### src/rtl/assert_macros.svh
// Assertion macros for the RTL files; the top level includes them.
`ifndef ASSERT_MACROS_SVH
`define ASSERT_MACROS_SVH

// Clocked assertion, disabled while reset is high.
`define ASSERT_RST(lbl, clk_i, rst_i, prop, msg) \
  lbl: assert property (@(posedge clk_i) disable iff (rst_i) prop) else $error(msg);

// Clocked assertion, checked during reset too.
`define ASSERT_CLK(lbl, clk_i, prop, msg) \
  lbl: assert property (@(posedge clk_i) prop) else $error(msg);

`endif

### src/rtl/mfbp_pkg.sv
// Package for the MSB-first bit packer: widths and control/status types.
`default_nettype none

package mfbp_pkg;

  localparam int MAX_BITS = 64;
  localparam int VALUE_W  = 64;
  localparam int COUNT_W  = 7;
  localparam int BYTE_W   = 8;
  localparam int POS_W    = 3;
  localparam int WORK_W   = VALUE_W + BYTE_W;
  localparam int REM_W    = 7;

  localparam logic ACT_WRITE = 1'b0;
  localparam logic ACT_FLUSH = 1'b1;

  typedef struct packed {
    logic load;
    logic emit;
  } cmd_t;

  typedef struct packed {
    logic has_byte;
    logic slot_free;
  } status_t;

endpackage

`default_nettype wire

### src/rtl/mfbp_if.sv
// Valid/ready channel interfaces for input items and output bytes.
`default_nettype none

interface mfbp_in_if;
  import mfbp_pkg::*;
  logic                 valid;
  logic                 ready;
  logic                 action;
  logic [VALUE_W-1:0]   value;
  logic [COUNT_W-1:0]   bit_count;

  modport source (output valid, action, value, bit_count, input ready);
  modport sink   (input valid, action, value, bit_count, output ready);
endinterface

interface mfbp_out_if;
  import mfbp_pkg::*;
  logic                valid;
  logic                ready;
  logic [BYTE_W-1:0]   out_byte;
  logic                last_of_run;

  modport source (output valid, out_byte, last_of_run, input ready);
  modport sink   (input valid, out_byte, last_of_run, output ready);
endinterface

`default_nettype wire

### src/rtl/mfbp_ctrl.sv
// Controller FSM: loads an item, then drains complete bytes one per cycle while the output slot is free.
`default_nettype none

module mfbp_ctrl (
  input  wire logic             clk,
  input  wire logic             rst,
  input  wire logic             item_valid,
  output logic                  item_ready,
  input  wire mfbp_pkg::status_t status,
  output mfbp_pkg::cmd_t        cmd
);
  import mfbp_pkg::*;

  typedef enum logic [1:0] {
    ST_IDLE = 2'b01,
    ST_RUN  = 2'b10
  } state_t;

  state_t state, state_next;

  always_ff @(posedge clk) begin
    if (rst) begin
      state <= ST_IDLE;
    end else begin
      state <= state_next;
    end
  end

  always_comb begin
    state_next = state;
    cmd        = '0;
    item_ready = (state == ST_IDLE);
    case (state)
      ST_IDLE: begin
        if (item_valid) begin
          cmd.load   = 1'b1;
          state_next = ST_RUN;
        end
      end
      ST_RUN: begin
        if (status.has_byte) begin
          cmd.emit = status.slot_free;
        end else begin
          state_next = ST_IDLE;
        end
      end
      default: begin
        item_ready = 1'b0;
        state_next = ST_IDLE;
      end
    endcase
  end

endmodule

`default_nettype wire

### src/rtl/mfbp_datapath.sv
// Datapath: bit alignment, work shift register, remaining count, output register.
`default_nettype none

module mfbp_datapath (
  input  wire logic                          clk,
  input  wire logic                          rst,
  input  wire mfbp_pkg::cmd_t                cmd,
  input  wire logic                          action,
  input  wire logic [mfbp_pkg::VALUE_W-1:0]  value,
  input  wire logic [mfbp_pkg::COUNT_W-1:0]  bit_count,
  input  wire logic                          out_ready,
  output logic                               out_valid,
  output logic [mfbp_pkg::BYTE_W-1:0]        out_byte,
  output logic                               out_last,
  output mfbp_pkg::status_t                  status
);
  import mfbp_pkg::*;

  // work holds the pending bits left-aligned; bits past rem are always zero.
  logic [WORK_W-1:0]  work, work_next;
  logic [REM_W-1:0]   rem, rem_next;
  logic [COUNT_W-1:0] n_sat;
  logic [COUNT_W-1:0] shamt;
  logic [VALUE_W-1:0] aligned;
  logic [POS_W-1:0]   bit_pos;

  assign bit_pos = rem[POS_W-1:0];
  assign n_sat   = (bit_count > COUNT_W'(MAX_BITS)) ? COUNT_W'(MAX_BITS) : bit_count;
  assign shamt   = COUNT_W'(VALUE_W) - n_sat;
  // Shifting left by (64 - n) drops the unused high bits of value.
  assign aligned = value << shamt;

  assign status.has_byte  = (rem >= REM_W'(BYTE_W));
  assign status.slot_free = !out_valid || out_ready;

  always_comb begin
    work_next = work;
    rem_next  = rem;
    if (cmd.load) begin
      if (action == ACT_FLUSH) begin
        rem_next = (bit_pos != '0) ? REM_W'(BYTE_W) : '0;
      end else begin
        work_next = work | ({aligned, BYTE_W'(0)} >> bit_pos);
        rem_next  = REM_W'(bit_pos) + REM_W'(n_sat);
      end
    end else if (cmd.emit) begin
      work_next = work << BYTE_W;
      rem_next  = rem - REM_W'(BYTE_W);
    end
  end

  always_ff @(posedge clk) begin
    if (rst) begin
      work <= '0;
      rem  <= '0;
    end else begin
      work <= work_next;
      rem  <= rem_next;
    end
  end

  always_ff @(posedge clk) begin
    if (rst) begin
      out_valid <= 1'b0;
    end else if (cmd.emit) begin
      out_valid <= 1'b1;
    end else if (out_ready) begin
      out_valid <= 1'b0;
    end
  end

  always_ff @(posedge clk) begin
    if (cmd.emit) begin
      out_byte <= work[WORK_W-1 -: BYTE_W];
      out_last <= (rem < REM_W'(2 * BYTE_W));
    end
  end

endmodule

`default_nettype wire

### src/rtl/msb_first_bit_packer.sv
// Top level of the MSB-first bit packer: controller, datapath and channels.
`default_nettype none
`include "assert_macros.svh"

// Packs written bit fields MSB first into bytes and flushes a padded partial
// byte on request. An item is taken while the controller is idle. Each
// completed byte then moves into the output register, one per cycle. Once
// no full byte is left, the controller returns to idle. Leftover bits stay in
// the work register for the next item. An item completes 0 to 8 bytes.
// The one-byte output register sets the drain rate. Backpressure on it
// stretches the run.
module msb_first_bit_packer (
  input  wire logic   clk,
  input  wire logic   rst,
  mfbp_in_if.sink     item,
  mfbp_out_if.source  result
);
  import mfbp_pkg::*;

  cmd_t    cmd;
  status_t status;

  mfbp_ctrl u_ctrl (
    .clk        (clk),
    .rst        (rst),
    .item_valid (item.valid),
    .item_ready (item.ready),
    .status     (status),
    .cmd        (cmd)
  );

  mfbp_datapath u_dp (
    .clk       (clk),
    .rst       (rst),
    .cmd       (cmd),
    .action    (item.action),
    .value     (item.value),
    .bit_count (item.bit_count),
    .out_ready (result.ready),
    .out_valid (result.valid),
    .out_byte  (result.out_byte),
    .out_last  (result.last_of_run),
    .status    (status)
  );

  `ASSERT_RST(a_load_no_emit, clk, rst, (item.valid && item.ready) |-> !cmd.emit, "emit during load")
  `ASSERT_RST(a_emit_ok, clk, rst, cmd.emit |-> (status.has_byte && status.slot_free), "bad emit")
  `ASSERT_RST(a_emit_valid, clk, rst, cmd.emit |=> result.valid, "emit lost")
  `ASSERT_CLK(a_rst_clear, clk, rst |=> !result.valid, "output valid after reset")

endmodule

`default_nettype wire

### src/flat_wrapper.sv
// flat-port wrapper written by rule: the top's interface ports become plain ports
module msb_first_bit_packer_flat import mfbp_pkg::*;
  (clk, rst, item_valid, item_action, item_value, item_bit_count, item_ready, result_valid, result_out_byte, result_last_of_run, result_ready);
  mfbp_in_if item_i ();
  mfbp_out_if result_i ();
  input  wire logic clk;
  input  wire logic rst;
  input wire logic [$bits(item_i.valid)-1:0] item_valid;
  input wire logic [$bits(item_i.action)-1:0] item_action;
  input wire logic [$bits(item_i.value)-1:0] item_value;
  input wire logic [$bits(item_i.bit_count)-1:0] item_bit_count;
  output wire logic [$bits(item_i.ready)-1:0] item_ready;
  output wire logic [$bits(result_i.valid)-1:0] result_valid;
  output wire logic [$bits(result_i.out_byte)-1:0] result_out_byte;
  output wire logic [$bits(result_i.last_of_run)-1:0] result_last_of_run;
  input wire logic [$bits(result_i.ready)-1:0] result_ready;
  assign item_i.valid = item_valid;
  assign item_i.action = item_action;
  assign item_i.value = item_value;
  assign item_i.bit_count = item_bit_count;
  assign item_ready = item_i.ready;
  assign result_valid = result_i.valid;
  assign result_out_byte = result_i.out_byte;
  assign result_last_of_run = result_i.last_of_run;
  assign result_i.ready = result_ready;
  msb_first_bit_packer u_core (.clk(clk), .rst(rst), .item(item_i), .result(result_i));
endmodule
### config.mk
export PLATFORM = sky130hd
export DESIGN_NAME = msb_first_bit_packer_flat
export DESIGN_NICKNAME = d
export VERILOG_FILES = /design/src/rtl/mfbp_pkg.sv /design/src/rtl/mfbp_if.sv /design/src/rtl/mfbp_ctrl.sv /design/src/rtl/mfbp_datapath.sv /design/src/rtl/msb_first_bit_packer.sv /design/src/flat_wrapper.sv
export VERILOG_INCLUDE_DIRS = /design/src /design/src/rtl
export SDC_FILE = /design/constraint.sdc
export NUM_CORES = 1
export LEC_CHECK = 0
export BUFFER_PORTS_ARGS = -buffer_cell sky130_fd_sc_hd__buf_2
export CAP_MARGIN = 40
export CORE_MARGIN = 10
export CORE_UTILIZATION = 40
export DETAILED_ROUTE_END_ITERATION = 8
export PLACE_DENSITY_LB_ADDON = 0.25
export SYNTH_ARGS = -nofsm -noshare
export SYNTH_HDL_FRONTEND = slang
export SYNTH_HIERARCHICAL = 1
export SYNTH_SLANG_ARGS = --single-unit
export TNS_END_PERCENT = 30
### constraint.sdc
create_clock -name clk -period 4.8 [get_ports clk]
set_input_delay 0.48 -clock clk [delete_from_list [all_inputs] [get_ports clk]]
set_output_delay 0.48 -clock clk [all_outputs]
set_load 0.005 [all_outputs]
-- After elaboration in Yosys (flattened, before gate mapping)
Index checks and enable logic that the tools add are counted.
- add/sub/neg operators: 3
- order comparisons: 3
- equal/unequal tests: 5
- shifts and indexed selects: 2
- muxes and demuxes: 18
- bitwise operators: 1
- reductions and logical operators: 7
- operators with widths (kind ; number):
    $mux 72 ; 3
    $or 72x72->72 ; 1
    $shr 72x3->72 ; 1
    $shl 64x7->64 ; 1
    $mux 7 ; 4
    $add 3x7->7 ; 1
    $ge 7x4->1 const B ; 1
    $gt 7x7->1 const B ; 1
    $lt 7x5->1 const B ; 1
    $mux 1 ; 7
    $sub 7x4->7 const B ; 1
    $sub 7x7->7 const A ; 1
    $ne 2x2->1 const B ; 3
    $mux 2 ; 2
    $mux 4 ; 1
    $pmux 2 s2 ; 1
    $reduce_and 2->1 ; 2
    $reduce_bool 2->1 ; 2
    $reduce_bool 3->1 ; 1
    $eq 2x1->1 const B ; 1
    $eq 2x2->1 const B ; 1
    $logic_not 1->1 ; 1
    $logic_or 1x1->1 ; 1
- register bits: 91

-- Logic depth before layout (Yosys ltp)
Gate-level depths: netlist of the first run.
- word-level depth: 8
- gate-level depth with buffers: 23
- depth with buffers taken out: 12

-- Modules after synthesis
The synthesis of the first run kept the hierarchy.
- modules (own cells, without submodules) (module ; times used ; cells an instance ; area an instance (µm²) ; sequential area each (µm²)):
    mfbp_datapath ; 1 ; 1661 ; 13082.5 ; 1851.8
    mfbp_ctrl ; 1 ; 9 ; 91.3 ; 40.0

-- Worst setup path before layout of the first run
OpenSTA, ideal clock, no wires.
- kind: input-to-reg
- from: input port item_bit_count[0]
- to: register u_core.u_dp.work[36]
- setup time: 0.122 ns
- arrival time: 4.521 ns
- required time: 4.678 ns
- path slack: 0.157 ns
- stages on the path: 20
- cell sequence: nor2b_1 > buf_4 > inv_6 > buf_6 > buf_6 > buf_6 > buf_2 > ha_1 > buf_4 > buf_6 > buf_4 > mux2i_1 > o22ai_1 > a311o_1 > a211o_1 > mux2_2 > a2111o_1 > mux2_2 > mux2_2 > o311a_1
- word-level cells in the longest chain between the ends: 8
- ends and longest elaborated chain (item ; RTL line ; RTL):
    from (decl) ; flat_wrapper.sv:11 ; input wire logic [$bits(item_i.bit_count)-1:0] item_bit_count;
    $gt 7x7->1 ; mfbp_datapath.sv:28 ; assign n_sat = (bit_count > COUNT_W'(MAX_BITS)) ? COUNT_W'(MAX_BITS) : bit_count;
    $mux 7 (*) ; mfbp_datapath.sv:28 ;
    $sub 7x7->7 (*) ; mfbp_datapath.sv:29 ; assign shamt = COUNT_W'(VALUE_W) - n_sat;
    $shl 64x7->64 (*) ; mfbp_datapath.sv:31 ; assign aligned = value << shamt;
    $shr 72x3->72 (*) ; mfbp_datapath.sv:43 ; work_next = work | ({aligned, BYTE_W'(0)} >> bit_pos);
    $or 72x72->72 (*) ; mfbp_datapath.sv:43 ;
    $mux 72 (*) ; mfbp_datapath.sv:40 ; if (action == ACT_FLUSH) begin
    $mux 72 (*) ; mfbp_datapath.sv:39 ; if (cmd.load) begin
    to (signal assigned) ; mfbp_datapath.sv:57 ; work <= work_next;
    to (decl) ; mfbp_datapath.sv:20 ; logic [WORK_W-1:0] work, work_next;
Every way passes the cells marked *; elsewhere a longest branch is shown, timed or not. The select of a mux whose other input is x is not followed.
A chain may end at the register's enable or synchronous reset.

-- Worst setup path in the final report of the first run
- from: input port item_bit_count[6]
- to: register u_core.u_dp.work[36]
The elaborated chain is that of the path after synthesis.

==> results of run 1 <==
[cell families after synthesis]
kind of cell               share of synthesized area
adders and majority gates                    0.00627
and+or+nand+nor                                0.221
xor gates and xnor gates                     0.00579
buffers and inverters                         0.0750
AOI/OAI and AO/OA                              0.303
muxes                                          0.245
DFF                                            0.144
[cell usage after synthesis (33+ instances only)]
master / count / area share
nand3_1: 35 / 0.013
mux2i_1: 142 / 0.11
nor3_1: 66 / 0.025
a211oi_1: 44 / 0.025
o21ai_0: 75 / 0.028
o211ai_1: 33 / 0.019
mux2_2: 52 / 0.044
clkbuf_1: 80 / 0.023
buf_2: 42 / 0.016
dfxtp_1: 81 / 0.12
o22ai_1: 37 / 0.018
a21oi_1: 71 / 0.027
nand2_1: 83 / 0.024
mux4_2: 53 / 0.091
nor2_1: 204 / 0.058
inv_1: 38 / 0.011
[power groups by stage]
stage,Sequential [mW],Clock [mW],Combinational (mW)
after floorplan,0.876,0,1.30
after global placement,0.889,0,2.04
after detailed placement,0.892,0,2.05
after CTS,0.875,0.698,2.06
after global routing,0.884,0.714,2.24
final,0.877,0.683,2.13
[sequential cells by signal, indices dropped and copies added (netlist names)]
signal,cells
u_core/u_dp/out_valid,1
u_core/u_ctrl/state,2
u_core/u_dp/rem,7
u_core/u_dp/out_byte,8
u_core/u_dp/out_last,1
u_core/u_dp/work,71
[cell type report]
| cell class | instances | share of cell area |
|---|---|---|
| clock buffer | 12 | 0.0173 |
| clock inverter | 4 | 0.00186 |
| inverter | 41 | 0.0107 |
| multi-input combinational | 1374 | 0.698 |
| sequential | 90 | 0.128 |
| tap | 442 | 0.0373 |
| timing repair buffer | 233 | 0.107 |
[per-layer routing]
metal / track usage / vias to the layer above / wire (um)
li1: - / 6711 / -
met1: 0.397 / 7469 / 26700
met2: 0.451 / 818 / 27400
met3: 0.0347 / 131 / 4600
met4: 0.112 / 0 / 2550
met5: 0 / - / 0
[how the worst max path moves through the flow]
stage,end,depth (start not counted),startpoint,slack (ps)
3_3_place_gp,u_core/u_dp/work[36],13,item_bit_count[6],30
5_1_grt,u_core/u_dp/work[68],14,item_bit_count[1],220
2_1_floorplan,u_core/u_dp/work[36],20,item_bit_count[0],160
3_5_place_dp,u_core/u_dp/work[68],14,item_bit_count[1],120
6_report,u_core/u_dp/work[36],15,item_bit_count[6],410
4_1_cts,u_core/u_dp/work[68],14,item_bit_count[1],480
==> out/qor.txt, run 1 <==
Status: completed
Final hold vios: 0
Placed Area: 14500 um2
CP required: 5040 ps
Synthesis-to-finish area growth: 12.5%
IO Pins: 87
Worst path top cell family by delay: compound AO/OA/AOI/OAI gates
GPL Wtd Cong: 1.03
Pins Over Slew Limit: 0
Worst setup margin: 407 ps
CTS Buf Count: 9
Design area: 14800 um2
WHS Path Cells: 2
HP Class: input pin to flip-flop
# fillers: 3380
# Max-Cap Violations: 0
Placed Cells: 2180
Initial DRT Pass Iterations: 5
H-tree Lvls: 3
Ys flop type: dfxtp_1
Cts hold-fix bufs: 0
Netlist Area Pre-Place: 13200 um2
Post-synthesis cell count: 1670
Syn Nets: 1752
PortBufs: 86
Clock buffer depth: 2
Clock slew at reported path FFs: 60 ps
Clock power frac: 0.185
Sequential-to-total area share from yosys stat: 0.144
CP startpoint kind: input pin
DR WL/cell: 27.9 um
Reg2reg end: u_core/u_dp/work[32]
# setup viols final: 0
Total GRT Usage: 0.289
Post-CTS Setup Bufs: 0
Gate power share: 0.577
Commonest non-fill, non-tap cell in the layout: nor2_1
NetSw: 1.65 mW
YS warnings: 6
Design Power: 3.69 mW
Fin crit share: 0.915
Post-layout nets: 1831
First-pass GRT wire length: 92800 um
Starting Density: 0.405
TritonCTS clock tree: built
Beginning of the worst register-to-register path: u_core/u_dp/rem[2]
RSZ-0062 raised after global routing: no
Dpl ws: 121 ps
Commonest cells after routing, fill and taps aside: 204 x nor2_1, 142 x mux2i_1, 141 x buf_4
Clk_skew: 10.9 ps
Endpoint class of the critical path: flip-flop
Synth Area per Inst: 7.89 um2
Die Footprint: 40600 um2
Ant diodes: 0
# clock sinks: 90
Post-DRT Antenna Nets: 0
Register area: 1900 um2
Kind of critical path: input pin to flip-flop
Pleak: 6.06 nW
Routed wire length: 61300 um
Vias in the first global route: 14249
Skew-Pair Late Insertion Delay: 350 ps
Die Y: 201 um
Largest net degree at the start of global routing: 57
Post-synth EDFFs: 9
R2R Setup Slk: 1630 ps
Layout cell share with drive strength beyond 1: 0.237
GRT overflow: 0
Layout Utilization: 0.455
Setup Total Neg Slack: 0 ps
Critical path cell sequence: buf_2, clkinv_1, nand2_1, ha_4, buf_4, xnor2_2, buf_4, nor2_1, nor3_1, a2bb2oi_1, mux2_2, a2111oi_2, mux2i_1, mux2_2, o311a_1
Max FO, Critical Path: 16
Vias per std cell: 6.89
Synth async-reset ratio: 0
Crit-path max cell delay: 650 ps
Clock root cell: clkbuf_16
Maximum VDD drop: 0.164 mV
FMAX: 228 MHz
# DRC: 0
# rows: 66
Seq pwr share: 0.238
Pwr/cell area: 249 nW/um2
Synth cell types: 113
Number of cells on the worst reg-to-reg path: 12
Synth Register Bits: 90
Hold_sp: rst
Area of the multi-input gates: 10300 um2
CP max stage cell: nor3_1
Non-filler cells, final: 2196
Buffers & Inverters on Critical Path: 4
Core Area: 32500 um2
Post-route minimum period: 4390 ps
Worst Max-Slew Pin Slew: 764 ps
Crit path arrival time: 4630 ps
Die Wd: 201 um
Initial DRC Count: 1889
Initial antenna violation count: 0
Vias: 15129
Pint: 2.03 mW
CTS resizes: 0
Hold Path End: u_core/u_dp/out_valid
Net Sw Frac: 0.448
Dpl hpwl: 47800 um
Hold_ws: 399 ps
Worst-case headroom to the max-slew limit: 0.484
Power figures use the tool's default switching activity.
==> inputs of run 2 (changes only) <==
ABC_CLOCK_PERIOD_IN_PS = 4800   (was unset)
REMOVE_ABC_BUFFERS = 1   (was unset)
==> run 2 against run 1 <==
Effect of this change:
- register-to-register slack got worse by 140 ps
- maximum frequency rose by 1.9%
- non-clock buffer count fell by 8
- highest routed layer unchanged
- flip-flop and latch count did not move
- clock power rose by 2%
- via count fell by 1.1%
==> out/qor.txt, run 2 (same netlist as run 1, synthesis figures left out) <==
Post-CTS Setup Bufs: 0
Max FFs per register: 71
Cts hold-fix bufs: 0
Design Power: 3.66 mW
Clock root cell: clkbuf_16
Die Y: 201 um
Initial DRC Count: 1665
# setup viols final: 0
Critical path cell sequence: buf_2, clkinv_1, nand2_1, ha_4, nor2b_1, buf_4, o31ai_1, and3_1, a311oi_1, o311ai_0, buf_4, nand3_1, o22ai_1, mux4_2, a2111oi_2
TritonCTS clock tree: built
First-pass GRT wire length: 88300 um
# rows: 66
Die Footprint: 40600 um2
CP required: 5050 ps
Status: completed
Layout cell share with drive strength beyond 1: 0.233
Worst-case headroom to the max-slew limit: 0.339
Post-route minimum period: 4310 ps
Largest registers: u_core/u_dp/work: 71 flops, u_core/u_dp/out_byte: 8 flops, u_core/u_dp/rem: 7 flops
Reg with most FFs: u_core/u_dp/work
Fin crit share: 0.898
Crit path arrival time: 4560 ps
Pleak: 6.04 nW
H-tree Lvls: 3
DR WL/cell: 26.8 um
Crit-path max cell delay: 540 ps
Commonest non-fill, non-tap cell in the layout: nor2_1
CTS resizes: 0
Initial DRT Pass Iterations: 6
Clock buffer depth: 2
Final hold vios: 0
Pwr/cell area: 248 nW/um2
GPL Wtd Cong: 1.03
GRT overflow: 0
HP Class: input pin to flip-flop
Setup Total Neg Slack: 0 ps
Ant diodes: 0
Total GRT Usage: 0.275
# clock sinks: 90
Clk_skew: 10.2 ps
PortBufs: 86
Kind of critical path: input pin to flip-flop
RSZ-0062 raised after global routing: no
FMAX: 232 MHz
Max FO, Critical Path: 16
Vias in the first global route: 14084
Post-DRT Antenna Nets: 0
Vias: 14959
# fillers: 3351
Placed Cells: 2172
Worst Max-Slew Pin Slew: 985 ps
Die Wd: 201 um
Endpoint class of the critical path: flip-flop
# Max-Cap Violations: 0
Initial antenna violation count: 1
Synthesis-to-finish area growth: 12.2%
Critical Path Most Common Cell: buf_4
Layout Utilization: 0.454
CP max stage cell: a311oi_1
Core Area: 32500 um2
Clock slew at reported path FFs: 60 ps
Non-filler cells, final: 2188
Pins Over Slew Limit: 0
Skew-Pair Late Insertion Delay: 360 ps
CTS Buf Count: 9
Maximum VDD drop: 0.147 mV
Dpl hpwl: 45700 um
# DRC: 0
CP startpoint kind: input pin
Starting Density: 0.405
Hold_ws: 378 ps
Post-layout nets: 1823
Commonest cells after routing, fill and taps aside: 204 x nor2_1, 142 x mux2i_1, 132 x buf_4
IO Pins: 87
Routed wire length: 58700 um
Largest net degree at the start of global routing: 57
Vias per std cell: 6.84
==> run 2: worst paths after layout <==
path                            cells after the start            startpoint                      end  slack, ps
worst max-delay path                               15     item_bit_count[6]     u_core/u_dp/work[64]        490
worst min-delay path                                2                   rst    u_core/u_dp/out_valid        380
worst max register to register                      9    u_core/u_dp/rem[2]     u_core/u_dp/work[24]       1490
worst min register to register                      0  u_core/u_dp/work[70]  u_core/u_dp/out_byte[6]        440
==> run 2: through the flow <==
stage,setup WS [ps],area (um2)
2_1_floorplan,-4310,12300
6_report,489,14800
4_1_cts,587,14800
3_5_place_dp,217,14500
3_3_place_gp,292,14500
5_1_grt,411,14800
==> run 2: per-layer routing <==
layer	track usage	vias to the layer above	routed length (um)
li1	-	6698	-
met1	0.368	7309	25200
met2	0.429	808	26200
met3	0.0302	144	4330
met4	0.138	0	3010
met5	0	-	0
==> run 2: cell type report <==
| cell class | instances | area, um2 | share of cell area |
|---|---|---|---|
| well taps | 442 | 553 | 0.0374 |
| repair buffers | 225 | 1550 | 0.105 |
| clock buffers | 13 | 260 | 0.0176 |
| multi-input cells | 1374 | 10300 | 0.700 |
| clock inverters | 3 | 22.5 | 0.00152 |
| inverters | 41 | 159 | 0.0108 |
| flip-flops and latches | 90 | 1900 | 0.128 |
==> run 2: where the power goes <==
group	switching [mW]	internal, mW
sequential	0.0497	0.826
combinational	1.27	0.823
clock	0.318	0.382
total	1.63	2.03
==> run 2: critical path, delay by kind of cell <==
family / cells / cell delay (ps)
simple gates: 4 / 1000
fa+ha+maj: 1 / 320
buf+inv: 4 / 720
mux: 1 / 520
compound gates: 5 / 1510
==> inputs of run 3 (changes only) <==
ABC_AREA = 1   (was unset)
==> run 3 against run 2 <==
Effect of this change:
- global-route usage shrank 4.3 points
- sequential power shrank 4.2%
- worst hold slack gained 18 ps
- flip-flop and latch count is the same
- highest routed layer unchanged
- synthesized cell count grew 24%
==> out/qor.txt, run 3 <==
Synth async-reset ratio: 0
Hold_ws: 396 ps
PortBufs: 86
Routed wire length: 42500 um
Die Footprint: 34700 um2
Synth cell types: 41
YS warnings: 6
Netlist Area Pre-Place: 11100 um2
Status: completed
CTS resizes: 0
Post-DRT Antenna Nets: 0
Clock slew at reported path FFs: 70 ps
Clock buffer depth: 2
Synth Register Bits: 90
Commonest cells after routing, fill and taps aside: 800 x nand3_1, 583 x nand2_1, 102 x inv_1
Number of cells on the worst reg-to-reg path: 15
Cts hold-fix bufs: 0
Commonest cells post-synth: 800 x nand3_1, 584 x nand2_1, 105 x inv_1
Pwr/cell area: 259 nW/um2
Pins Over Slew Limit: 0
IO Pins: 87
Post-route minimum period: 3570 ps
Initial DRC Count: 2114
Fin crit share: 0.745
Placed Area: 11500 um2
# setup viols final: 0
Ys flop type: dfxtp_1
Die Y: 186 um
# clock sinks: 90
Post-CTS Setup Bufs: 0
Die Wd: 186 um
Synth Area in Adders: 0.00746
Design Power: 3.05 mW
XOR/XNOR Fraction of Synth Area: 0.00237
Count leader, synth: nand3_1
CP startpoint kind: flip-flop
Design area: 11800 um2
Post-synth top area cell: nand3_1
Mux cell area share after synthesis: 0
Skew-Pair Late Insertion Delay: 360 ps
Synth Area per Inst: 5.36 um2
DR WL/cell: 17.6 um
Initial antenna violation count: 0
Vias in the first global route: 12587
Vias per std cell: 5.89
TritonCTS clock tree: built
Max FFs per register: 71
Endpoint class of the critical path: flip-flop
Core Area: 27100 um2
CTS Buf Count: 9
Worst-case headroom to the max-slew limit: 0.404
RSZ-0062 raised after global routing: no
Commonest non-fill, non-tap cell in the layout: nand3_1
Largest net degree at the start of global routing: 78
Kind of critical path: flip-flop to flip-flop
Final hold vios: 0
Vias: 14204
Maximum VDD drop: 0.148 mV
Synth top area share: 0.362
# Max-Cap Violations: 0
Ant diodes: 0
WHS Path Cells: 4
Sequential-to-total area share from yosys stat: 0.171
Starting Density: 0.408
Reg with most FFs: u_core/u_dp/work
Simple-gate share of the synthesized area: 0.631
Clock root cell: clkbuf_16
Max FO, Critical Path: 47
Post-layout nets: 2116
# rows: 60
Synth Area in Compound Gates: 0.0791
# DRC: 0
Dpl hpwl: 30700 um
Synth top area cells: nand3_1 36%, nand2_1 20%, dfxtp_1 15%
HP Class: input pin to flip-flop
R2R Setup Slk: 1230 ps
Pleak: 5.35 nW
Hold Path End: u_core/u_dp/out_valid
Synthesis-to-finish area growth: 6.41%
Largest registers: u_core/u_dp/work: 71 flops, u_core/u_dp/out_byte: 8 flops, u_core/u_dp/rem: 7 flops
Total GRT Usage: 0.232
Layout cell share with drive strength beyond 1: 0.0888
GPL Wtd Cong: 0.981
Beginning of the worst register-to-register path: u_core/u_dp/rem[2]
Reg2reg end: u_core/u_dp/work[23]
H-tree Lvls: 3
Worst Max-Slew Pin Slew: 894 ps
CP required: 5080 ps
Crit path arrival time: 3850 ps
Post-synth EDFFs: 9
FMAX: 280 MHz
Hold_sp: result_ready
GRT overflow: 0
Clk_skew: 14.6 ps
Post-synthesis cell count: 2064
Largest family of logic cells by synthesized area: simple AND/OR/NAND/NOR gates
First-pass GRT wire length: 67900 um
Initial DRT Pass Iterations: 9
run 3: cell types whose count changed in the layout (fill, tap and decap cells not counted), sizes merged, moves of 41 or more:
cell	previous run	this run
a211oi	47	0
buf	225	114
inv	40	115
mux2	53	0
mux2i	143	0
mux4	53	0
nand2	83	595
nand3	36	804
nor2	205	95
nor3	69	4
o21ai	80	39
o22ai	41	0
run 3: cell type report:
type | instances | area (um2)
Inverter | 118 | 443
Clock inverter | 6 | 88.8
Timing Repair Buffer | 114 | 678
Clock buffer | 10 | 229
Fill cell | 3061 | 15300
Multi-Input combinational cell | 1701 | 7980
Tap cell | 372 | 465
Sequential cell | 90 | 1900
run 3: where the power goes:
| group | total [mW] | internal, mW | leakage [nW] | switching, mW |
|---|---|---|---|---|
| logic | 1.43 | 0.427 | 4.46 | 0.999 |
| clock network | 0.790 | 0.459 | 0.151 | 0.331 |
| registers | 0.839 | 0.805 | 0.744 | 0.0337 |
run 3: worst max-delay path: stages (launching register included):
cell,delay [ps]
dfxtp_2,350
nor2_1,470
nand2_1,150
inv_1,270
nand2_1,100
nand3_1,100
nand3_2,110
nor2_1,100
buf_4,250
inv_1,120
nor2_2,90
buf_4,450
inv_1,410
o21ai_0,310
nand2_1,80
a21oi_1,110
run 3: through the flow:
| stage | util | instances | setup TNS [ps] | setup WS (ps) |
|---|---|---|---|---|
| floorplan | - | 1909 | -29220 | -826 |
| global placement | 0.422 | 2394 | 0 | 1210 |
| detailed placement | 0.423 | 2395 | 0 | 1200 |
| CTS | 0.435 | 2411 | 0 | 1440 |
| global route | 0.435 | 2411 | 0 | 956 |
| finish | 0.435 | 2411 | 0 | 1230 |
run 3: logic make-up after synthesis:
logic type,Yosys count
AO/OA/AOI/OAI,156
XOR/XNOR,3
adder cells (fa/ha/maj),6
buffers and inverters,273
flip-flops,90
AND/OR/NAND/NOR,1536
run 3: worst max path at each step:
stage	endpoint	start	slack, ps	cells past startpoint
after floorplan	u_core/u_dp/work[10]	u_core/u_dp/rem[0]	-830	13
after global placement	u_core/u_dp/work[46]	item_bit_count[6]	1210	17
after detailed placement	u_core/u_dp/work[63]	item_bit_count[6]	1200	21
after CTS	u_core/u_dp/work[27]	u_core/u_dp/rem[2]	1440	15
after global routing	u_core/u_dp/work[10]	u_core/u_dp/rem[2]	960	15
final	u_core/u_dp/work[23]	u_core/u_dp/rem[2]	1230	15
run 3: metal layers:
| metal | vias to the layer above | track usage | wire, um |
|---|---|---|---|
| li1 | 6944 | - | - |
| met1 | 6544 | 0.317 | 19100 |
| met2 | 643 | 0.370 | 19100 |
| met3 | 73 | 0.0385 | 3470 |
| met4 | 0 | 0.0566 | 935 |
| met5 | - | 0 | 0 |
